===== src/sv/tcw_pkg.sv =====
// Shared types and constants of the text console writer.
package tcw_pkg;

   localparam int REQ_DATA_W = 48;
   localparam int RSP_DATA_W = 40;
   localparam int CSR_DATA_W = 4;
   localparam int CELL_W     = 16;
   localparam int OFFSET_W   = 11;

   localparam logic [1:0] OP_WRITE   = 2'd0;
   localparam logic [1:0] OP_SET_POS = 2'd1;
   localparam logic [1:0] OP_CLEAR   = 2'd2;
   localparam logic [1:0] OP_READ    = 2'd3;

   localparam logic [1:0] CSR_FOREGROUND = 2'd0;
   localparam logic [1:0] CSR_BACKGROUND = 2'd1;
   localparam logic [1:0] CSR_CURSOR_EN  = 2'd2;

   localparam logic [7:0] CHAR_NUL   = 8'h00;
   localparam logic [7:0] CHAR_LF    = 8'h0A;
   localparam logic [7:0] CHAR_CR    = 8'h0D;
   localparam logic [7:0] CHAR_SPACE = 8'h20;

   localparam logic [3:0]        FG_RESET   = 4'h7;
   localparam logic [3:0]        BG_RESET   = 4'h0;
   localparam logic [CELL_W-1:0] BLANK_CELL = 16'h0720;

   // Cursor update selects.
   localparam logic [2:0] CUR_HOLD   = 3'd0;
   localparam logic [2:0] CUR_CHAR   = 3'd1;
   localparam logic [2:0] CUR_DIV    = 3'd2;
   localparam logic [2:0] CUR_CLEAR  = 3'd3;
   localparam logic [2:0] CUR_SCROLL = 3'd4;

   // Pending result selects.
   localparam logic [1:0] PEND_HOLD   = 2'd0;
   localparam logic [1:0] PEND_NONE   = 2'd1;
   localparam logic [1:0] PEND_REPORT = 2'd2;
   localparam logic [1:0] PEND_CELL   = 2'd3;

   typedef struct packed {
      logic       capture;
      logic       gate_update;
      logic       stop_clear;
      logic [2:0] cur_sel;
      logic [1:0] pend_sel;
      logic       sweep_step;
      logic       sweep_copy;
      logic       sweep_blank_const;
      logic       div_start;
      logic       read_issue;
      logic       emit;
   } tcw_cmd_type;

   typedef struct packed {
      logic [1:0] op;
      logic       gated;
      logic       scroll_need;
      logic       offset_zero;
      logic       sweep_last;
      logic       out_free;
   } tcw_sts_type;

endpackage


===== src/sv/tcw_ctrl.sv =====
// Sequencer of the text console writer: decodes each word and steps the datapath.
module tcw_ctrl
   import tcw_pkg::*;
(
   input  logic        clock,
   input  logic        reset,
   input  logic        req_valid,
   output logic        req_ready,
   input  tcw_sts_type sts,
   output tcw_cmd_type cmd
);

   localparam logic [3:0] S_IDLE   = 4'd0;
   localparam logic [3:0] S_EXEC   = 4'd1;
   localparam logic [3:0] S_SWEEP  = 4'd2;
   localparam logic [3:0] S_DRAIN  = 4'd3;
   localparam logic [3:0] S_CHAR   = 4'd4;
   localparam logic [3:0] S_DIVSET = 4'd6;
   localparam logic [3:0] S_READ   = 4'd7;
   localparam logic [3:0] S_DONE   = 4'd8;

   localparam logic [1:0] K_INIT   = 2'd0;
   localparam logic [1:0] K_CLEAR  = 2'd1;
   localparam logic [1:0] K_SCROLL = 2'd2;

   logic [3:0] state_ff, state_in;
   logic [1:0] kind_ff, kind_in;
   logic [3:0] finish_state;

   // A finished word goes straight to the output register when it is free.
   assign finish_state = sts.out_free ? S_IDLE : S_DONE;
   assign req_ready    = (state_ff == S_IDLE);

   always_comb begin
      cmd      = '0;
      state_in = state_ff;
      kind_in  = kind_ff;
      case (state_ff)
         S_IDLE: begin
            if (req_valid) begin
               cmd.capture = 1'b1;
               state_in    = S_EXEC;
            end
         end
         S_EXEC: begin
            case (sts.op)
               OP_WRITE: begin
                  if (sts.gated) begin
                     cmd.gate_update = 1'b1;
                     cmd.pend_sel    = PEND_NONE;
                     cmd.emit        = sts.out_free;
                     state_in        = finish_state;
                  end else if (sts.scroll_need) begin
                     cmd.cur_sel = CUR_SCROLL;
                     kind_in     = K_SCROLL;
                     state_in    = S_SWEEP;
                  end else begin
                     cmd.cur_sel  = CUR_CHAR;
                     cmd.pend_sel = PEND_REPORT;
                     cmd.emit     = sts.out_free;
                     state_in     = finish_state;
                  end
               end
               OP_SET_POS: begin
                  cmd.stop_clear = 1'b1;
                  if (sts.offset_zero) begin
                     cmd.pend_sel = PEND_NONE;
                     cmd.emit     = sts.out_free;
                     state_in     = finish_state;
                  end else begin
                     cmd.div_start = 1'b1;
                     state_in      = S_DIVSET;
                  end
               end
               OP_CLEAR: begin
                  cmd.stop_clear = 1'b1;
                  cmd.cur_sel    = CUR_CLEAR;
                  kind_in        = K_CLEAR;
                  state_in       = S_SWEEP;
               end
               OP_READ: begin
                  cmd.read_issue = 1'b1;
                  state_in       = S_READ;
               end
               default: begin
                  state_in = S_IDLE;
               end
            endcase
         end
         S_SWEEP: begin
            cmd.sweep_step        = 1'b1;
            cmd.sweep_copy        = (kind_ff == K_SCROLL);
            cmd.sweep_blank_const = (kind_ff == K_INIT);
            if (sts.sweep_last) begin
               state_in = S_DRAIN;
            end
         end
         S_DRAIN: begin
            case (kind_ff)
               K_SCROLL: begin
                  state_in = S_CHAR;
               end
               K_CLEAR: begin
                  cmd.pend_sel = PEND_REPORT;
                  cmd.emit     = sts.out_free;
                  state_in     = finish_state;
               end
               default: begin
                  state_in = S_IDLE;
               end
            endcase
         end
         S_CHAR: begin
            cmd.cur_sel  = CUR_CHAR;
            cmd.pend_sel = PEND_REPORT;
            cmd.emit     = sts.out_free;
            state_in     = finish_state;
         end
         S_DIVSET: begin
            cmd.cur_sel  = CUR_DIV;
            cmd.pend_sel = PEND_NONE;
            cmd.emit     = sts.out_free;
            state_in     = finish_state;
         end
         S_READ: begin
            cmd.pend_sel = PEND_CELL;
            cmd.emit     = sts.out_free;
            state_in     = finish_state;
         end
         S_DONE: begin
            if (sts.out_free) begin
               cmd.emit = 1'b1;
               state_in = S_IDLE;
            end
         end
         default: begin
            state_in = S_IDLE;
         end
      endcase
   end

   // Reset starts with the pass that blanks the whole screen store.
   always_ff @(posedge clock) begin
      if (reset) begin
         state_ff <= S_SWEEP;
         kind_ff  <= K_INIT;
      end else begin
         state_ff <= state_in;
         kind_ff  <= kind_in;
      end
   end

endmodule


===== config.mk =====
export PLATFORM = sky130hd
export DESIGN_NAME = tcw_ctrl
export DESIGN_NICKNAME = d
export VERILOG_FILES = /design/src/sv/tcw_pkg.sv /design/src/sv/tcw_ctrl.sv
export SDC_FILE = /design/constraint.sdc
export NUM_CORES = 1
export LEC_CHECK = 0
export ABC_AREA = 0
export BUFFER_PORTS_ARGS = -buffer_cell sky130_fd_sc_hd__buf_2
export CAP_MARGIN = 0
export CORE_UTILIZATION = 48
export DETAILED_ROUTE_END_ITERATION = 10
export PLACE_DENSITY_LB_ADDON = 0.1
export SLEW_MARGIN = 15
export SYNTH_ARGS = -nofsm -noshare
export SYNTH_HDL_FRONTEND = slang
export SYNTH_SLANG_ARGS = --single-unit

===== constraint.sdc =====
create_clock -name clock -period 1.6 [get_ports clock]
set_clock_uncertainty 0.15 [all_clocks]
set_input_delay 0.32 -clock clock [delete_from_list [all_inputs] [get_ports clock]]
set_output_delay 0.32 -clock clock [all_outputs]
set_load 0.02 [all_outputs]

==> results of run 1 <==
-- metrics by stage --
| step | std cells | hold slack (ns) | util |
|---|---|---|---|
| 2_1_floorplan | 99 | 0.242 | - |
| 3_3_place_gp | 155 | 0.393 | 0.808 |
| 3_5_place_dp | 155 | 0.393 | 0.808 |
| 4_1_cts | 162 | 0.134 | 0.905 |
-- logic make-up after synthesis --
| logic type | Yosys count |
|---|---|
| simple gates | 45 |
| mux | 4 |
| buf+inv | 13 |
| fa+ha+maj | 6 |
| compound gates | 25 |
| flops | 6 |
-- repair_timing --
| action | 4_1_cts |
|---|---|
| resized for setup | 27 |
| pin swaps | 4 |
| buffers inserted | 3 |
| setup endpoints to repair | 17 |
-- cells in the mapped netlist (2+ instances only) --
cell type,n,share of area
nand3b_1,2,0.021
and3_1,4,0.034
a211oi_1,2,0.021
a21oi_1,6,0.041
nor2b_1,4,0.034
nand2_1,10,0.052
inv_1,7,0.036
nand3_1,2,0.014
dfxtp_1,6,0.17
o21ai_0,4,0.028
and2_1,4,0.034
ha_1,6,0.10
buf_2,4,0.028
nor3_1,5,0.034
a2bb2oi_1,2,0.024
nor2_1,9,0.046
mux2i_1,2,0.028
==> results.sh, run 1 <==
export IMPL_status="did not finish"
export IMPL_stop_stage="global routing (5_1_grt)"
export IMPL_toolErrorMsg="[ERROR DPL-0038] Utilization greater than 100%, impossible to legalize"
export IMPL_synth_edf_count=0
export IMPL_place_congestion=0.839
export IMPL_ys_warn_count=0
export IMPL_synth_area_um2=727
export IMPL_rows=13
export IMPL_synth_mux_area_frac=0.0585
export IMPL_ys_ff_latch=6
export IMPL_die_w_um=40.9
export IMPL_synthArstFlopShare=0
export IMPL_syn_inst=99
export IMPL_ys_seq_area_frac=0.165
export IMPL_ys_types=37
export IMPL_dp_hpwl_um=1690
export IMPL_worst_endpoint="cmd[8]"
export IMPL_tritoncts_num_buffers=3
export IMPL_synth_xor_area_frac=0
export IMPL_clkSinkCount=6
export IMPL_place_ws_ns=-0.256
export IMPL_synth_nets=115
export IMPL_ios=25
export IMPL_port_buffers=24
export IMPL_synth_top_family_by_area="simple AND/OR/NAND/NOR gates"
export IMPL_synth_adder_area_share=0.103
export IMPL_cts_hold_buf=0
export IMPL_synth_compound_area_frac=0.244
export IMPL_synth_simple_area_share=0.339
export IMPL_syn_area_per_cell_um2=7.34
export IMPL_place_area_um2=1090
export IMPL_die_h_um=40.9
export IMPL_clockBufferDepth=2
export IMPL_clockRootBuffer="clkbuf_4"
export IMPL_grt_start_max_net_pins=13
export IMPL_start_util=0.538
export IMPL_htreeDepth=1
export IMPL_worst_ep_kind="output port"
export IMPL_ys_flop_type="dfxtp_1"
==> inputs of run 2 (changes only) <==
Settings changed: CORE_AREA set to 2 2 63 65, CORE_UTILIZATION 48 to not set, DIE_AREA set to 0 0 65 67, PLACE_DENSITY_LB_ADDON 0.1 to 0.15.
==> run 2 against run 1 <==
- the flow now finishes, with violations (setup timing)
- synthesized area unchanged
- synthesized cell count unchanged
==> results.sh, run 2 <==
export IMPL_status="finished, violations left"
export IMPL_violations="setup timing"
export IMPL_clockBufferDepth=2
export IMPL_synth_area_um2=727
export IMPL_wl_um=2350
export IMPL_synth_simple_area_share=0.339
export IMPL_clk_pin_slew_ns=0.04
export IMPL_core_area_um2=3610
export IMPL_combPwrFrac=0.597
export IMPL_tritoncts_num_buffers=3
export IMPL_critPathBufInv=2
export IMPL_ys_types=37
export IMPL_cts_tree="yes"
export IMPL_place_congestion=0.687
export IMPL_grt_start_max_net_pins=10
export IMPL_synth_edf_count=0
export IMPL_seq_power_share=0.198
export IMPL_htreeDepth=1
export IMPL_drive_gt1_frac=0.599
export IMPL_drv_slew=0
export IMPL_slew_headroom=0.813
export IMPL_ys_warn_count=0
export IMPL_reg2reg_slack_ns=0.03
export IMPL_place_ws_ns=-0.254
export IMPL_clkSinkCount=6
export IMPL_required_ns=1.13
export IMPL_antenna_cells=0
export IMPL_ir_drop_uv=451
export IMPL_synth_area_leaders="dfxtp_1, ha_1, nand2_1, nor2_1, a21oi_1"
export IMPL_synth_xor_area_frac=0
export IMPL_syn_inst=99
export IMPL_whs_path_depth=2
export IMPL_die_h_um=67
export IMPL_fin_nets=164
export IMPL_end_kind="primary output"
export IMPL_ys_flop_type="dfxtp_1"
export IMPL_fin_crit_sh=1.18
export IMPL_area_growth_pct=90.9
export IMPL_path_max_fanout=6
export IMPL_grt_total_usage=0.111
export IMPL_net_switching_power_mw=0.445
export IMPL_synth_compound_area_frac=0.244
export IMPL_netlist_top_cells_count="nand2_1, nor2_1, inv_1"
export IMPL_vias=866
export IMPL_crit_chain="nor4b_4 -> buf_4 -> nand3_2 -> o21ai_2 -> buf_6"
export IMPL_leakage_nw=0.605
export IMPL_yosysTopAreaCellShare=0.165
export IMPL_clkPwrFrac=0.205
export IMPL_busiest_layer="met2"
export IMPL_clock_latency_ns=0.22
export IMPL_die_area_um2=4360
export IMPL_first_pass_iters=4
export IMPL_top_regs="state_ff x4, kind_ff x2"
export IMPL_met3_usage=0.0220
export IMPL_path_class="reg -> out"
export IMPL_synth_top_area_cell="dfxtp_1"
export IMPL_die_w_um=65
export IMPL_start_util=0.202
export IMPL_ys_ff_latch=6
export IMPL_grtUsageMet2=0.179
export IMPL_mostFrequentLayoutCell="buf_4"
export IMPL_drc=0
export IMPL_antenna_found_initial=0
export IMPL_port_buffers=24
export IMPL_layout_setup_ws_ns=-0.285
export IMPL_ant_nets=0
export IMPL_synth_adder_area_share=0.103
export IMPL_worst_setup_path_start_kind="flop"
export IMPL_critPathArrivalTime_ns=1.41
export IMPL_min_period_ns=1.88
export IMPL_ys_seq_area_frac=0.165
export IMPL_layout_common_cells="buf_4, buf_6, nand2_1"
export IMPL_dp_hpwl_um=1910
export IMPL_reg2reg_depth=5
export IMPL_grt_remaining_overflow=0
export IMPL_use_met1=0.156
export IMPL_largest_reg_flops=4
export IMPL_grt_pass1_vias=800
export IMPL_top_register="state_ff"
export IMPL_synth_top_family_by_area="simple AND/OR/NAND/NOR gates"
export IMPL_synth_nets=115
export IMPL_rsz0062_at_grt="true"
export IMPL_p_int_mw=0.698
export IMPL_synth_mux_area_frac=0.0585
export IMPL_hold_viol_final=0
export IMPL_crit_cells=5
export IMPL_wl_per_cell_um=12.0
export IMPL_rows=22
export IMPL_yosysMostFrequentCell="nand2_1"
export IMPL_syn_area_per_cell_um2=7.34
export IMPL_crit_family="simple AND/OR/NAND/NOR gates"
export IMPL_hp_class="in -> reg"
export IMPL_cp_slowest_stage_delay_ns=0.36
export IMPL_vias_per_cell=4.44
export IMPL_ios=25
export IMPL_power_total_mw=1.14
export IMPL_drtIter0Drc=35
export IMPL_worst_pin_slew_ns=0.280
export IMPL_netSwitchingFraction=0.389
export IMPL_cp_slowest_cell="dfxtp_4"
export IMPL_drv_cap=0
export IMPL_clockRootBuffer="clkbuf_8"
export IMPL_synthArstFlopShare=0
export IMPL_timing_fmax_ghz=0.531
export IMPL_finalSetupViolations=14
export IMPL_power_density_nw_per_um2=824
export IMPL_grt_pass1_wl_um=3800
-- run 2: power by group through the flow --
stage	combinational [mW]	sequential, mW	clock, mW
after floorplan	0.371	0.210	0
after global placement	0.539	0.220	0
after detailed placement	0.546	0.218	0
after CTS	0.569	0.219	0.246
after global routing	0.739	0.232	0.259
final	0.683	0.226	0.235
-- run 2: cell type report --
type	count	area, um^2
fillers	373	2220
multi-input cells	80	713
inverters	7	33.8
clock buffers	4	45.0
repair buffers	50	403
flip-flops and latches	6	133
well taps	48	60.1
-- run 2: routing by layer --
metal | routed length [um] | share of wire | vias up
met4 | 0 | 0 | 0
met3 | 115 | 0.049 | 0
met5 | 0 | 0 | -
li1 | - | - | 452
met2 | 1190 | 0.51 | 20
met1 | 1040 | 0.44 | 394
-- run 2: worst reg2reg max path: stages (launching register included) --
cell and delay [ns]:
dfxtp_4 0.36, nor4b_4 0.34, buf_4 0.20, o21a_1 0.17, a21bo_1 0.21, nand3b_1 0.07
-- run 2: cells by family after synthesis --
kind of cell,Yosys count
adders and majority gates,6
muxes,4
and+or+nand+nor,45
AOI/OAI and AO/OA,25
DFF,6
buffers and inverters,13
-- run 2: repair_timing --
item | 4_1_cts | 5_1_grt
endpoints found under the setup margin | 15 | 19
pin swaps | 7 | 6
hold buffers | 0 | 0
setup buffers | 1 | 2
resized for setup | 20 | 38
-- run 2: worst paths after layout --
path | start | to
setup reg to reg | state_ff[2]$_SDFFE_PP0P_ | state_ff[1]$_SDFFE_PP1P_
setup / recovery | state_ff[2]$_SDFFE_PP0P_ | cmd[7]
hold / removal | reset | kind_ff[1]$_SDFFE_PP0P_
hold reg to reg | state_ff[0]$_SDFFE_PP0P_ | state_ff[2]$_SDFFE_PP0P_
-- run 2: stage by stage --
step	setup TNS [ns]	cell area, um^2	hold slack, ns	utilization	instances
2_1_floorplan	-0.0422	837	0.242	-	99
3_3_place_gp	-1.45	1150	0.414	0.318	190
3_5_place_dp	-1.41	1150	0.419	0.318	190
4_1_cts	-3.52	1250	0.189	0.348	195
5_1_grt	-3.86	1390	0.197	0.385	195
6_report	-2.89	1390	0.191	0.385	195
Power figures use the tool's default switching activity.
